--- config.mk ---
export PLATFORM = sky130hd
export DESIGN_NAME = shuffled_base64_group_codec
export DESIGN_NICKNAME = d
export VERILOG_FILES = /design/src/sv/sbgc_pkg.sv /design/src/sv/shuffled_base64_group_codec.sv /design/src/sv/sbgc_lane.sv /design/src/sv/sbgc_merge.sv
export VERILOG_INCLUDE_DIRS = /design/src /design/src/sv
export SDC_FILE = /design/constraint.sdc
export NUM_CORES = 1
export LEC_CHECK = 0
export BUFFER_PORTS_ARGS = -buffer_cell sky130_fd_sc_hd__buf_2
export CELL_PAD_IN_SITES_DETAIL_PLACEMENT = 0
export CELL_PAD_IN_SITES_GLOBAL_PLACEMENT = 1
export CORE_MARGIN = 5
export CORE_UTILIZATION = 25
export DETAILED_ROUTE_END_ITERATION = 12
export GPL_ROUTABILITY_DRIVEN = 0
export PLACE_DENSITY = 0.61
export SLEW_MARGIN = 20
export SYNTH_ARGS = -nofsm -noshare
export SYNTH_HDL_FRONTEND = slang
export SYNTH_SLANG_ARGS = --single-unit
export TNS_END_PERCENT = 10
--- constraint.sdc ---
create_clock -name clk_i -period 4.8 [get_ports clk_i]
set_input_delay 0.24 -clock clk_i [delete_from_list [all_inputs] [get_ports clk_i]]
set_output_delay 0.24 -clock clk_i [all_outputs]
set_load 0.05 [all_outputs]
--- src/sv/shuffled_base64_group_codec_defines.svh ---
// Assertion macros shared by the shuffled base64 group codec modules.
`ifndef SHUFFLED_BASE64_GROUP_CODEC_DEFINES_SVH
`define SHUFFLED_BASE64_GROUP_CODEC_DEFINES_SVH
`ifndef ASSERT_OFF
`define SBGC_ASSERT(lbl, prop, msg) \
  lbl: assert property (@(posedge clk_i) disable iff (!rst_ni) (prop)) else $error(msg);
`define SBGC_NEVER(lbl, expr, msg) \
  lbl: assert property (@(posedge clk_i) disable iff (!rst_ni) !(expr)) else $error(msg);
`else
`define SBGC_ASSERT(lbl, prop, msg)
`define SBGC_NEVER(lbl, expr, msg)
`endif
`endif

--- src/sv/sbgc_pkg.sv ---
// Types, status codes and alphabet tables of the shuffled base64 group codec.
package sbgc_pkg;

  localparam int unsigned NumLanes = 4;

  localparam logic [2:0] ST_OK        = 3'd0;
  localparam logic [2:0] ST_CAP_SMALL = 3'd1;
  localparam logic [2:0] ST_FULL      = 3'd2;
  localparam logic [2:0] ST_BAD_LTR   = 3'd3;
  localparam logic [2:0] ST_BAD_THIRD = 3'd4;
  localparam logic [2:0] ST_ABORTED   = 3'd5;

  localparam logic DIR_ENCODE = 1'b0;
  localparam logic DIR_DECODE = 1'b1;

  localparam logic [7:0] PAD_LETTER = "Q";

  localparam logic [7:0] ALPHABET [0:63] = '{
    "z", "A", "R", "i", "j", "0", "B", "S", "1", "C", "k", "T", "U", "D", "2", "l",
    "3", "m", "E", "V", "n", "F", "4", "W", "X", "5", "G", "o", "p", "H", "6", "Y",
    "7", "q", "Z", "I", "r", "J", "8", "a", "s", "K", "9", "b", "c", "t", "-", "L",
    "_", "M", "d", "u", "e", "v", "N", "w", "O", "f", "g", "x", "P", "=", "y", "h"
  };

  typedef struct packed {
    logic        first_group;
    logic        last_group;
    logic [15:0] capacity;
    logic [1:0]  byte_count;
    logic [7:0]  in0;
    logic [7:0]  in1;
    logic [7:0]  in2;
    logic [7:0]  in3;
  } sbgc_in_t;

  typedef struct packed {
    logic [7:0]  out0;
    logic [7:0]  out1;
    logic [7:0]  out2;
    logic [7:0]  out3;
    logic [2:0]  out_count;
    logic [2:0]  status;
    logic [15:0] written_total;
    logic        message_done;
  } sbgc_out_t;

  // What one lane finds for its element, in both directions at once.
  typedef struct packed {
    logic [7:0] letter;
    logic [5:0] code;
    logic       code_ok;
  } sbgc_lane_t;

  function automatic logic [7:0] enc_letter(input logic [5:0] code);
    return ALPHABET[code];
  endfunction

  // Inverse lookup: 64 independent compares, one hit at most.
  function automatic logic [6:0] dec_letter(input logic [7:0] letter);
    logic [6:0] res;
    res = 7'd0;
    for (int i = 0; i < 64; i++) begin
      if (ALPHABET[i] == letter) begin
        res = {1'b1, 6'(i)};
      end
    end
    return res;
  endfunction

endpackage

--- src/sv/shuffled_base64_group_codec.sv ---
// Top level of the shuffled base64 group codec: four lanes, merging stage and output skid.
// This block encodes groups of one to three bytes into four letters of a shuffled
// URL-safe base64 alphabet with '=' in place of 'Q' (LSB-first packing, pad letter 'Q'),
// or decodes four letters back into one to three bytes, as the direction register selects.
// Every accepted item gives exactly one result item carrying the letters or bytes, their
// count, a status code, the bytes written so far in the message and an echo of last_group.
// A first group loads the message's output capacity; an error aborts the rest of the
// message until the next first group. The block takes one item per clock cycle while the
// skid stage is empty, and its result is registered: four lanes look up the four elements
// of a group side by side, and the one dependency from item to item, the capacity and byte
// count update in the merging stage, is combinational ahead of that stage's registers. An
// output register backed by a one-item skid stage keeps the input open while a finished
// result waits downstream; in_stall_o rises only once the skid stage is occupied. The
// direction register is written through its own valid/ready channel, which is always
// ready, and should only be changed while the block is idle.
`include "shuffled_base64_group_codec_defines.svh"
module shuffled_base64_group_codec import sbgc_pkg::*; (
  input  logic      clk_i,
  input  logic      rst_ni,
  input  logic      in_valid_i,
  output logic      in_stall_o,
  input  sbgc_in_t  in_item_i,
  output logic      out_valid_o,
  input  logic      out_stall_i,
  output sbgc_out_t out_item_o,
  input  logic      cfg_valid_i,
  output logic      cfg_ready_o,
  input  logic      cfg_direction_i
);

  logic              in_acc;
  logic              out_pop;
  logic [23:0]       enc_v;
  logic [3:0][7:0]   letters;
  sbgc_lane_t        lanes [NumLanes];
  sbgc_out_t         result;

  logic              out_valid_q, out_valid_d;
  logic              skid_valid_q, skid_valid_d;
  sbgc_out_t         out_q;
  sbgc_out_t         skid_q;
  logic              out_load_res;
  logic              out_load_skid;
  logic              skid_load;

  assign cfg_ready_o = 1'b1;
  assign in_stall_o  = skid_valid_q;
  assign in_acc      = in_valid_i && !skid_valid_q;
  assign out_pop     = out_valid_q && !out_stall_i;

  // Bytes beyond byte_count are masked before slicing, so short groups encode zeros.
  assign enc_v = {(in_item_i.byte_count == 2'd3) ? in_item_i.in2 : 8'h00,
                  in_item_i.byte_count[1] ? in_item_i.in1 : 8'h00,
                  in_item_i.in0};
  assign letters = {in_item_i.in3, in_item_i.in2, in_item_i.in1, in_item_i.in0};

  for (genvar k = 0; k < NumLanes; k++) begin : g_lane
    sbgc_lane u_lane (
      .code_i   (enc_v[6*k +: 6]),
      .letter_i (letters[k]),
      .res_o    (lanes[k])
    );
  end

  sbgc_merge u_merge (
    .clk_i           (clk_i),
    .rst_ni          (rst_ni),
    .cfg_we_i        (cfg_valid_i && cfg_ready_o),
    .cfg_direction_i (cfg_direction_i),
    .acc_i           (in_acc),
    .item_i          (in_item_i),
    .lanes_i         (lanes),
    .result_o        (result)
  );

  // The output register refills from the skid stage first; a new result lands in
  // the skid stage only when the output register is full and held.
  always_comb begin
    out_valid_d   = out_valid_q;
    skid_valid_d  = skid_valid_q;
    out_load_res  = 1'b0;
    out_load_skid = 1'b0;
    skid_load     = 1'b0;
    if (!out_valid_q || out_pop) begin
      if (skid_valid_q) begin
        out_load_skid = 1'b1;
        out_valid_d   = 1'b1;
        skid_valid_d  = 1'b0;
      end else begin
        out_load_res = in_acc;
        out_valid_d  = in_acc;
      end
    end else if (in_acc) begin
      skid_load    = 1'b1;
      skid_valid_d = 1'b1;
    end
  end

  always_ff @(posedge clk_i or negedge rst_ni) begin
    if (!rst_ni) begin
      out_valid_q  <= 1'b0;
      skid_valid_q <= 1'b0;
    end else begin
      out_valid_q  <= out_valid_d;
      skid_valid_q <= skid_valid_d;
    end
  end

  always_ff @(posedge clk_i) begin
    if (out_load_skid) begin
      out_q <= skid_q;
    end else if (out_load_res) begin
      out_q <= result;
    end
    if (skid_load) begin
      skid_q <= result;
    end
  end

  assign out_valid_o = out_valid_q;
  assign out_item_o  = out_q;

  `SBGC_NEVER(a_skid_needs_out, skid_valid_q && !out_valid_q, "skid without output")
  `SBGC_ASSERT(a_held_skid, in_acc && out_valid_q && out_stall_i |=> skid_valid_q, "item lost")

endmodule

--- src/sv/sbgc_lane.sv ---
// One codec lane: alphabet lookup of a 6-bit code and inverse lookup of a letter.
module sbgc_lane import sbgc_pkg::*; (
  input  logic [5:0] code_i,
  input  logic [7:0] letter_i,
  output sbgc_lane_t res_o
);

  logic [6:0] dec;

  assign dec            = dec_letter(letter_i);
  assign res_o.letter   = enc_letter(code_i);
  assign res_o.code     = dec[5:0];
  assign res_o.code_ok  = dec[6];

endmodule

--- src/sv/sbgc_merge.sv ---
// Merging stage: combines the lane results, checks capacity and keeps message state.
`include "shuffled_base64_group_codec_defines.svh"
module sbgc_merge import sbgc_pkg::*; (
  input  logic       clk_i,
  input  logic       rst_ni,
  input  logic       cfg_we_i,
  input  logic       cfg_direction_i,
  input  logic       acc_i,
  input  sbgc_in_t   item_i,
  input  sbgc_lane_t lanes_i [NumLanes],
  output sbgc_out_t  result_o
);

  logic        direction_q;
  logic [15:0] space_q, space_d;
  logic [15:0] written_q, written_d;
  logic        aborted_q, aborted_d;

  logic [15:0] space_eff;
  logic [15:0] written_eff;
  logic        aborted_eff;
  logic [2:0]  status;
  logic [2:0]  need;
  logic [7:0]  o0, o1, o2, o3;
  logic [23:0] dec_v;
  logic [16:0] tally;

  assign dec_v = {lanes_i[3].code, lanes_i[2].code, lanes_i[1].code, lanes_i[0].code};

  always_comb begin
    space_eff   = item_i.first_group ? item_i.capacity : space_q;
    written_eff = item_i.first_group ? 16'd0 : written_q;
    aborted_eff = item_i.first_group ? 1'b0 : aborted_q;
    status      = ST_OK;
    need        = 3'd0;
    o0          = 8'h00;
    o1          = 8'h00;
    o2          = 8'h00;
    o3          = 8'h00;

    if (item_i.first_group && (direction_q == DIR_ENCODE) && (item_i.capacity < 16'd4)) begin
      status = ST_CAP_SMALL;
    end else if (aborted_eff) begin
      status = ST_ABORTED;
    end else if (direction_q == DIR_ENCODE) begin
      if (item_i.byte_count != 2'd0) begin
        if (space_eff < 16'd4) begin
          status = ST_FULL;
        end else begin
          o0   = lanes_i[0].letter;
          o1   = lanes_i[1].letter;
          o2   = item_i.byte_count[1] ? lanes_i[2].letter : PAD_LETTER;
          o3   = (item_i.byte_count == 2'd3) ? lanes_i[3].letter : PAD_LETTER;
          need = 3'd4;
        end
      end
    end else begin
      if (!lanes_i[0].code_ok || !lanes_i[1].code_ok) begin
        status = ST_BAD_LTR;
      end else if (lanes_i[3].code_ok && !lanes_i[2].code_ok) begin
        status = ST_BAD_THIRD;
      end else begin
        if (lanes_i[3].code_ok) begin
          need = 3'd3;
        end else if (lanes_i[2].code_ok) begin
          need = 3'd2;
        end else begin
          need = 3'd1;
        end
        if (space_eff < {13'd0, need}) begin
          status = ST_FULL;
          need   = 3'd0;
        end else begin
          o0 = dec_v[7:0];
          o1 = (need >= 3'd2) ? dec_v[15:8] : 8'h00;
          o2 = (need == 3'd3) ? dec_v[23:16] : 8'h00;
        end
      end
    end

    if (status != ST_OK) begin
      o0        = 8'h00;
      o1        = 8'h00;
      o2        = 8'h00;
      o3        = 8'h00;
      need      = 3'd0;
      aborted_d = (status != ST_ABORTED) ? 1'b1 : aborted_eff;
    end else begin
      aborted_d = aborted_eff;
    end
    space_d   = space_eff - {13'd0, need};
    written_d = written_eff + {13'd0, need};

    result_o.out0          = o0;
    result_o.out1          = o1;
    result_o.out2          = o2;
    result_o.out3          = o3;
    result_o.out_count     = need;
    result_o.status        = status;
    result_o.written_total = written_d;
    result_o.message_done  = item_i.last_group;
  end

  always_ff @(posedge clk_i or negedge rst_ni) begin
    if (!rst_ni) begin
      direction_q <= DIR_ENCODE;
    end else if (cfg_we_i) begin
      direction_q <= cfg_direction_i;
    end
  end

  always_ff @(posedge clk_i or negedge rst_ni) begin
    if (!rst_ni) begin
      space_q   <= 16'd0;
      written_q <= 16'd0;
      aborted_q <= 1'b0;
    end else if (acc_i) begin
      space_q   <= space_d;
      written_q <= written_d;
      aborted_q <= aborted_d;
    end
  end

  assign tally = {1'b0, space_q} + {1'b0, written_q};

  `SBGC_ASSERT(a_err_aborts, acc_i && (result_o.status != ST_OK) |=> aborted_q, "no abort")
  `SBGC_ASSERT(a_conserved, acc_i && !item_i.first_group |=> tally == $past(tally), "bytes lost")
  `SBGC_ASSERT(a_state_holds, !acc_i |=> $stable({space_q, written_q, aborted_q}), "state moved")

endmodule
* Word-level counts from Yosys, hierarchy flattened *
Memory sizes are Yosys's and may differ from the RTL's.
Cells that the tools add are included.

word-level totals
  input port bits = 58
  logic and storage cells = 660
  output and inout port bits = 58
  register bits = 146
  bits in read-only memories = 2048
  memories = 4

cells by class
  reduce and logical (&&, ||, !) cells = 17
  bitwise logic cells = 5
  add/subtract/negate cells = 2
  equal/unequal tests = 259
  mux-type cells = 343
  $lt $le $gt $ge = 8

memory list
  name             depth  width  read ports  clocked after memory_dff  write ports  line            RTL
  (no name shown)  64     8      1           0                         0            sbgc_pkg.sv:55  return ALPHABET[code];
  (no name shown)  64     8      1           0                         0            sbgc_pkg.sv:55
  (no name shown)  64     8      1           0                         0            sbgc_pkg.sv:55
  (no name shown)  64     8      1           0                         0            sbgc_pkg.sv:55

operators with widths
  operator               number
  $mux W7                256
  $eq A7 B8 Y1 const A   208
  $eq A6 B8 Y1 const A   48
  $mux W8                47
  $mux W55               2
  $mux W3                21
  $lt A16 B3 Y1 const B  2
  $mux W16               2
  $ge A7 B7 Y1 const B   4
  $not A6 Y7             4
  $add A16 B3 Y16        1
  $lt A16 B3 Y1          1
  $sub A16 B3 Y16        1
  $mux W1                12
  $logic_not A1 Y1       6
  $mux W2                3
  $reduce_bool A2 Y1     3
  $logic_and A1 B1 Y1    5
  $eq A3 B2 Y1 const B   1
  $ge A3 B2 Y1 const B   1
  $ne A3 B3 Y1 const B   1
  $reduce_bool A3 Y1     1
  $eq A2 B2 Y1 const B   1
  $logic_or A1 B1 Y1     2
  $not A1 Y1             1

* Logic depth before layout (Yosys ltp) *
  depth in word-level cells = 84
  gate-level depth with buffers = 26
  gate-level depth less buffers = 23

* By module *
From an unflattened synthesis, not the netlist that was laid out.

second synthesis, totals
  cell total of the unflattened synthesis = 1963
  area total of the unflattened synthesis = 16374.5 µm²

by module, submodules not included
  module                             sequential area each (µm²)  instances  cells an instance  area an instance (µm²)
  sbgc_lane at g_lane[2].u_lane ...  0.0                         2          358                2250.9
  shuffled_base64_group_codec        3353.2                      1          200                4433.0
  sbgc_merge                         850.8                       1          358                3056.7
  sbgc_lane at g_lane[0].u_lane      0.0                         1          347                2269.7
  sbgc_lane at g_lane[1].u_lane      0.0                         1          342                2113.3

* Worst setup path before layout *
No wires, ideal clock.

  path type = input port to flip-flop
  start point = input port in_item_i[51] in the netlist's numbering
  end point = register u_merge.space_q[14]
  setup slack = -630 ps
  data required time = 4665 ps
  buffers on the path = 6
  library setup time = 135 ps
  stages on the path = 22
  arrival time = 5295 ps
  cell sequence = buf_4 > buf_4 > clkbuf_1 > clkbuf_1 > clkbuf_1 > clkbuf_1 > mux2i_1 > inv_1 > ha_1 > inv_1 > o311a_1 > nor4_4 > o21a_1 > ha_1 > fa_1 > nor2b_1 > a2111oi_1 > o21ai_1 > nor4_1 > xor2_1 > a22oi_1 > o21ai_0

RTL lines
  what                  line                               RTL
  from (decl)           shuffled_base64_group_codec.sv:22  input sbgc_in_t in_item_i,
  to (signal assigned)  sbgc_merge.sv:118                  space_q <= space_d;
  to (decl)             sbgc_merge.sv:15                   logic [15:0] space_q, space_d;

* Worst setup path in the final report *
  start point = input port in_item_i[9] in the netlist's numbering
  end point = register u_merge.space_q[13]

on the way
  longest elaborated chain between the ends = 82
  elaborated cells on any way between the ends = 153
  classes of those cells = add/sub (1); order compare (1); eq/ne (64); mux (84); reduce/logical (3)

ends and longest elaborated chain
  what                   line              RTL
  $eq A7 B8 Y1           sbgc_pkg.sv:63    if (ALPHABET[i] == letter) begin
  $mux W7 (63 in a row)  sbgc_pkg.sv:63
  $mux W7 *              sbgc_pkg.sv:63
  $mux W2                sbgc_merge.sv:65  end else if (lanes_i[2].code_ok) begin
  $mux W3                sbgc_merge.sv:63  if (lanes_i[3].code_ok) begin
  $mux W3                sbgc_merge.sv:60  end else if (lanes_i[3].code_ok && !lanes_i[2].code_ok) begin
  $mux W3                sbgc_merge.sv:58  if (!lanes_i[0].code_ok || !lanes_i[1].code_ok) begin
  $mux W3                sbgc_merge.sv:45  end else if (direction_q == DIR_ENCODE) begin
  [... 4 more ...]       --
  $mux W3                sbgc_merge.sv:60
  $mux W3                sbgc_merge.sv:58
  $mux W3                sbgc_merge.sv:45
  $mux W3                sbgc_merge.sv:43  end else if (aborted_eff) begin
  $mux W3                sbgc_merge.sv:41  if (item_i.first_group && (direction_q == DIR_ENCODE) && (item_i.capacity < 16'd4)) begin
  $reduce_bool A3 Y1     sbgc_merge.sv:81  if (status != ST_OK) begin
  $mux W3 *              sbgc_merge.sv:81
  $sub A16 B3 Y16 *      sbgc_merge.sv:91  space_d = space_eff - {13'd0, need};

Every way passes the cells marked *; elsewhere a longest branch is shown, timed or not. The select of a mux whose other input is x is not followed.
A chain may end at the register's enable or synchronous reset.

==> impl_metrics.env <==
export IMPL_hold_path_depth=2
export IMPL_totalWireLength_um=61400
export IMPL_vias_per_cell=5.50
export IMPL_hold_path_end="u_merge.direction_q"
export IMPL_synth_top_family_by_area="simple AND/OR/NAND/NOR gates"
export IMPL_dp_hpwl_um=46000
export IMPL_post_cts_repair_setup_buffers=0
export IMPL_hold_viol=0
export IMPL_crit_arrival_ns=4.87
export IMPL_powerDensity_mw_per_mm2=223
export IMPL_yosys_most_used_dff="edfxtp_1"
export IMPL_post_drt_wl_per_cell_um=19.2
export IMPL_finalClockSkew_ns=0.0144
export IMPL_antenna_left=0
export IMPL_initial_core_util_pct=25.3
export IMPL_dieWidth_um=263
export IMPL_setup_tns_final_ns=0
export IMPL_clkLatencyLatePin_ns=0.43
export IMPL_startpoint_type="primary input"
export IMPL_ios=116
export IMPL_synth_xor_area_share_pct=2.63
export IMPL_maxSlewHeadroom_pct=25.3
export IMPL_detail_route_first_pass_iterations=6
export IMPL_seq_power_share_pct=34.6
export IMPL_critPathMostFrequentCell="buf_4"
export IMPL_cts_root_buf="clkbuf_16"
export IMPL_area_growth_pct=25.7
export IMPL_netlist_instances=2076
export IMPL_drive_gt1_share_pct=24.6
export IMPL_cap_violations=0
export IMPL_power_switching_w=0.00169
export IMPL_drcViolationCount=0
export IMPL_synth_top_area_share_pct=20.3
export IMPL_p_clk_share_pct=30.1
export IMPL_synth_fa_ha_area_share_pct=3.70
export IMPL_vias=17600
export IMPL_cts_sinks=144
export IMPL_worst_pin_slew_ns=1.11
export IMPL_antenna_found_initial=12
export IMPL_fin_crit_ns=4.58
export IMPL_grt_use_total_pct=16.7
export IMPL_synth_common_cells="nand2_1, nor2_1, o21ai_0"
export IMPL_intPower_w=0.00279
export IMPL_yosys_area_share_simple_pct=30.0
export IMPL_fillerInstances=6656
export IMPL_hold_start="cfg_valid_i"
export IMPL_synth_compound_area_share_pct=26.9
export IMPL_grt_pass1_wl_um=96000
export IMPL_slew_viol_final=0
export IMPL_core_mm2=0.0632
export IMPL_period_share_pct=95.4
export IMPL_cpMaxStageDelayCell="a2111oi_4"
export IMPL_critPathKind="in2reg"
export IMPL_overflow=0
export IMPL_synthMuxAreaShare_pct=3.67
export IMPL_portBuffers=113
export IMPL_die_area_mm2=0.0690
export IMPL_max_stage_delay_ns=0.37
export IMPL_synth_edf_count=108
export IMPL_crit_buf_inv=5
export IMPL_cp_top_family="simple AND/OR/NAND/NOR gates"
export IMPL_die_y_um=263
export IMPL_async_flop_share_pct=25.0
export IMPL_clock_path_buffers=2
export IMPL_cts_htree_levels=4
export IMPL_power_w=0.00447
export IMPL_yosysMostFrequentCell="nand2_1"
export IMPL_max_freq_mhz=218
export IMPL_setup_viol=0
export IMPL_rsz0062_at_grt="yes"
export IMPL_crit_required_ns=5.09
export IMPL_cts_clk_slew_worst_paths_ns=0.07
export IMPL_power_frac_comb_pct=35.3
export IMPL_yosys_warnings=0
export IMPL_ys_ff_latch=144
export IMPL_synth_area_leaders="edfxtp_1, dfrtp_1, nand2_1"
export IMPL_min_path_type="in2reg"
export IMPL_synth_area_mm2=0.0160
export IMPL_p_leak_nw=7.90
export IMPL_reg2regPathDepth=16
export IMPL_yosysTopAreaCell="edfxtp_1"
export IMPL_critPathMaxFanout=27
export IMPL_hold_ws_ns=0.0182
export IMPL_grt_pass1_vias=16800
export IMPL_synth_seq_area_share_pct=25.9
export IMPL_r2r_start="u_merge.direction_q"
export IMPL_rr_endpoint="u_merge.space_q[13]"
export IMPL_p_sw_share_pct=37.7
export IMPL_outcome="finished clean"
export IMPL_ir_drop_mv=0.215
export IMPL_ys_types=103
export IMPL_grt_max_degree=55
export IMPL_postSynthAreaPerCell_um2=7.69
export IMPL_r2r_setup_slack_ns=0.68
export IMPL_syn_num_nets=2180
export IMPL_cts_tree="built"
export IMPL_nNetsFinal=2442
export IMPL_drtIter0Drc=1762
export IMPL_numCtsBuffers=17
export IMPL_worstSetupEndpointType="register"
export IMPL_rows=92
## logic make-up after synthesis
| group | count (synthesis) |
|---|---|
| other cells | 2 |
| buf+inv | 260 |
| xor+xnor | 48 |
| flops | 144 |
| fa+ha+maj | 46 |
| simple gates | 898 |
| compound gates | 631 |
| mux | 47 |
## layer usage
metal	part of all wire (%)	routed length, um	GRT usage (%)
met5	0.19	115	0
met4	2.2	1340	4.18
met3	6.2	3790	2.61
met2	46	28100	27.3
met1	46	28000	23.1
## power groups by stage
| stage | combinational, W | clock, W | sequential (W) |
|---|---|---|---|
| finish | 0.00158 | 0.00135 | 0.00155 |
| global route | 0.00171 | 0.00143 | 0.00156 |
| CTS | 0.00156 | 0.00137 | 0.00155 |
| detailed placement | 0.00155 | 0 | 0.00158 |
| global placement | 0.00155 | 0 | 0.00158 |
| floorplan | 0.000847 | 0 | 0.00172 |
## registers in the layout, summed over array words and instances (netlist names)
signal,flops
u_merge.direction_q,1
in_stall_o,1
out_valid_o,1
out_item_o,54
skid_q,54
u_merge.space_q,16
u_merge.written_q,16
u_merge.aborted_q,1
## worst max path at each step
| stage | startpoint | to | slack (ns) | cells past startpoint |
|---|---|---|---|---|
| 3_3_place_gp | in_item_i[14] | u_merge.space_q[13] | -0.32 | 24 |
| 4_1_cts | in_item_i[9] | u_merge.space_q[13] | 0.03 | 23 |
| 3_5_place_dp | in_item_i[9] | u_merge.space_q[13] | -0.42 | 24 |
| 6_report | in_item_i[9] | u_merge.space_q[13] | 0.22 | 26 |
| 2_1_floorplan | in_item_i[6] | u_merge.space_q[13] | 0.008 | 22 |
| 5_1_grt | in_item_i[13] | u_merge.space_q[13] | -0.07 | 26 |
## through the flow
step / std cells / setup WS (ns) / utilization [%] / cell area, um^2
after floorplan: 2076 / 0.00766 / - / 16000
after global placement: 3163 / -0.325 / 30.5 / 19300
after detailed placement: 3163 / -0.422 / 30.5 / 19300
after CTS: 3197 / 0.0262 / 31.5 / 19900
after global routing: 3199 / -0.0718 / 31.8 / 20100
final: 3202 / 0.219 / 31.8 / 20100
## final cells by class
cell class	instances	area, um^2	area share (%)
multi-input cells	1672	10900	54.3
flip-flops and latches	144	4140	20.6
repair buffers	437	3120	15.5
well taps	846	1060	5.27
clock buffers	17	425	2.12
inverters	66	248	1.23
clock inverters	15	165	0.823
diodes	5	12.5	0.0623
## cells in the final DEF, fill, tap and decap left out, types with 15 or more instances in the layout
master     synthesis  routed
xnor2_1           22      22
nor3_1            56      55
nand4b_1          16      16
o31ai_1           23      22
clkbuf_16          0      17
xor2_1            26      26
mux2i_1           18      18
or3_1             15      15
nor2_1           195     193
a31oi_1           33      33
ha_1              44      43
buf_4             21     317
nand4_1           25      25
o21ai_0          159     155
nand2_1          237     235
inv_1             62      62
a22oi_1           19      19
nor4_1            24      20
dfrtp_1           36      36
mux2_2            20      20
nor2b_1           58      58
o211ai_1          25      25
buf_2             45     106
nor4bb_1          16      16
nand3_1           63      63
nand3b_1          16      16
a21oi_1          128     127
nand2b_1          45      42
and3_1            15      15
a211oi_1          24      23
o22ai_1           25      25
edfxtp_1         108     108
or2_2             15      15
## timing repair
action	in CTS	in global routing
endpoints found under the hold margin	37	0
hold buffers	2	0
resized for setup	0	39
endpoints found under the setup margin	0	38
Note: power is estimated with default switching activity, not from simulation.
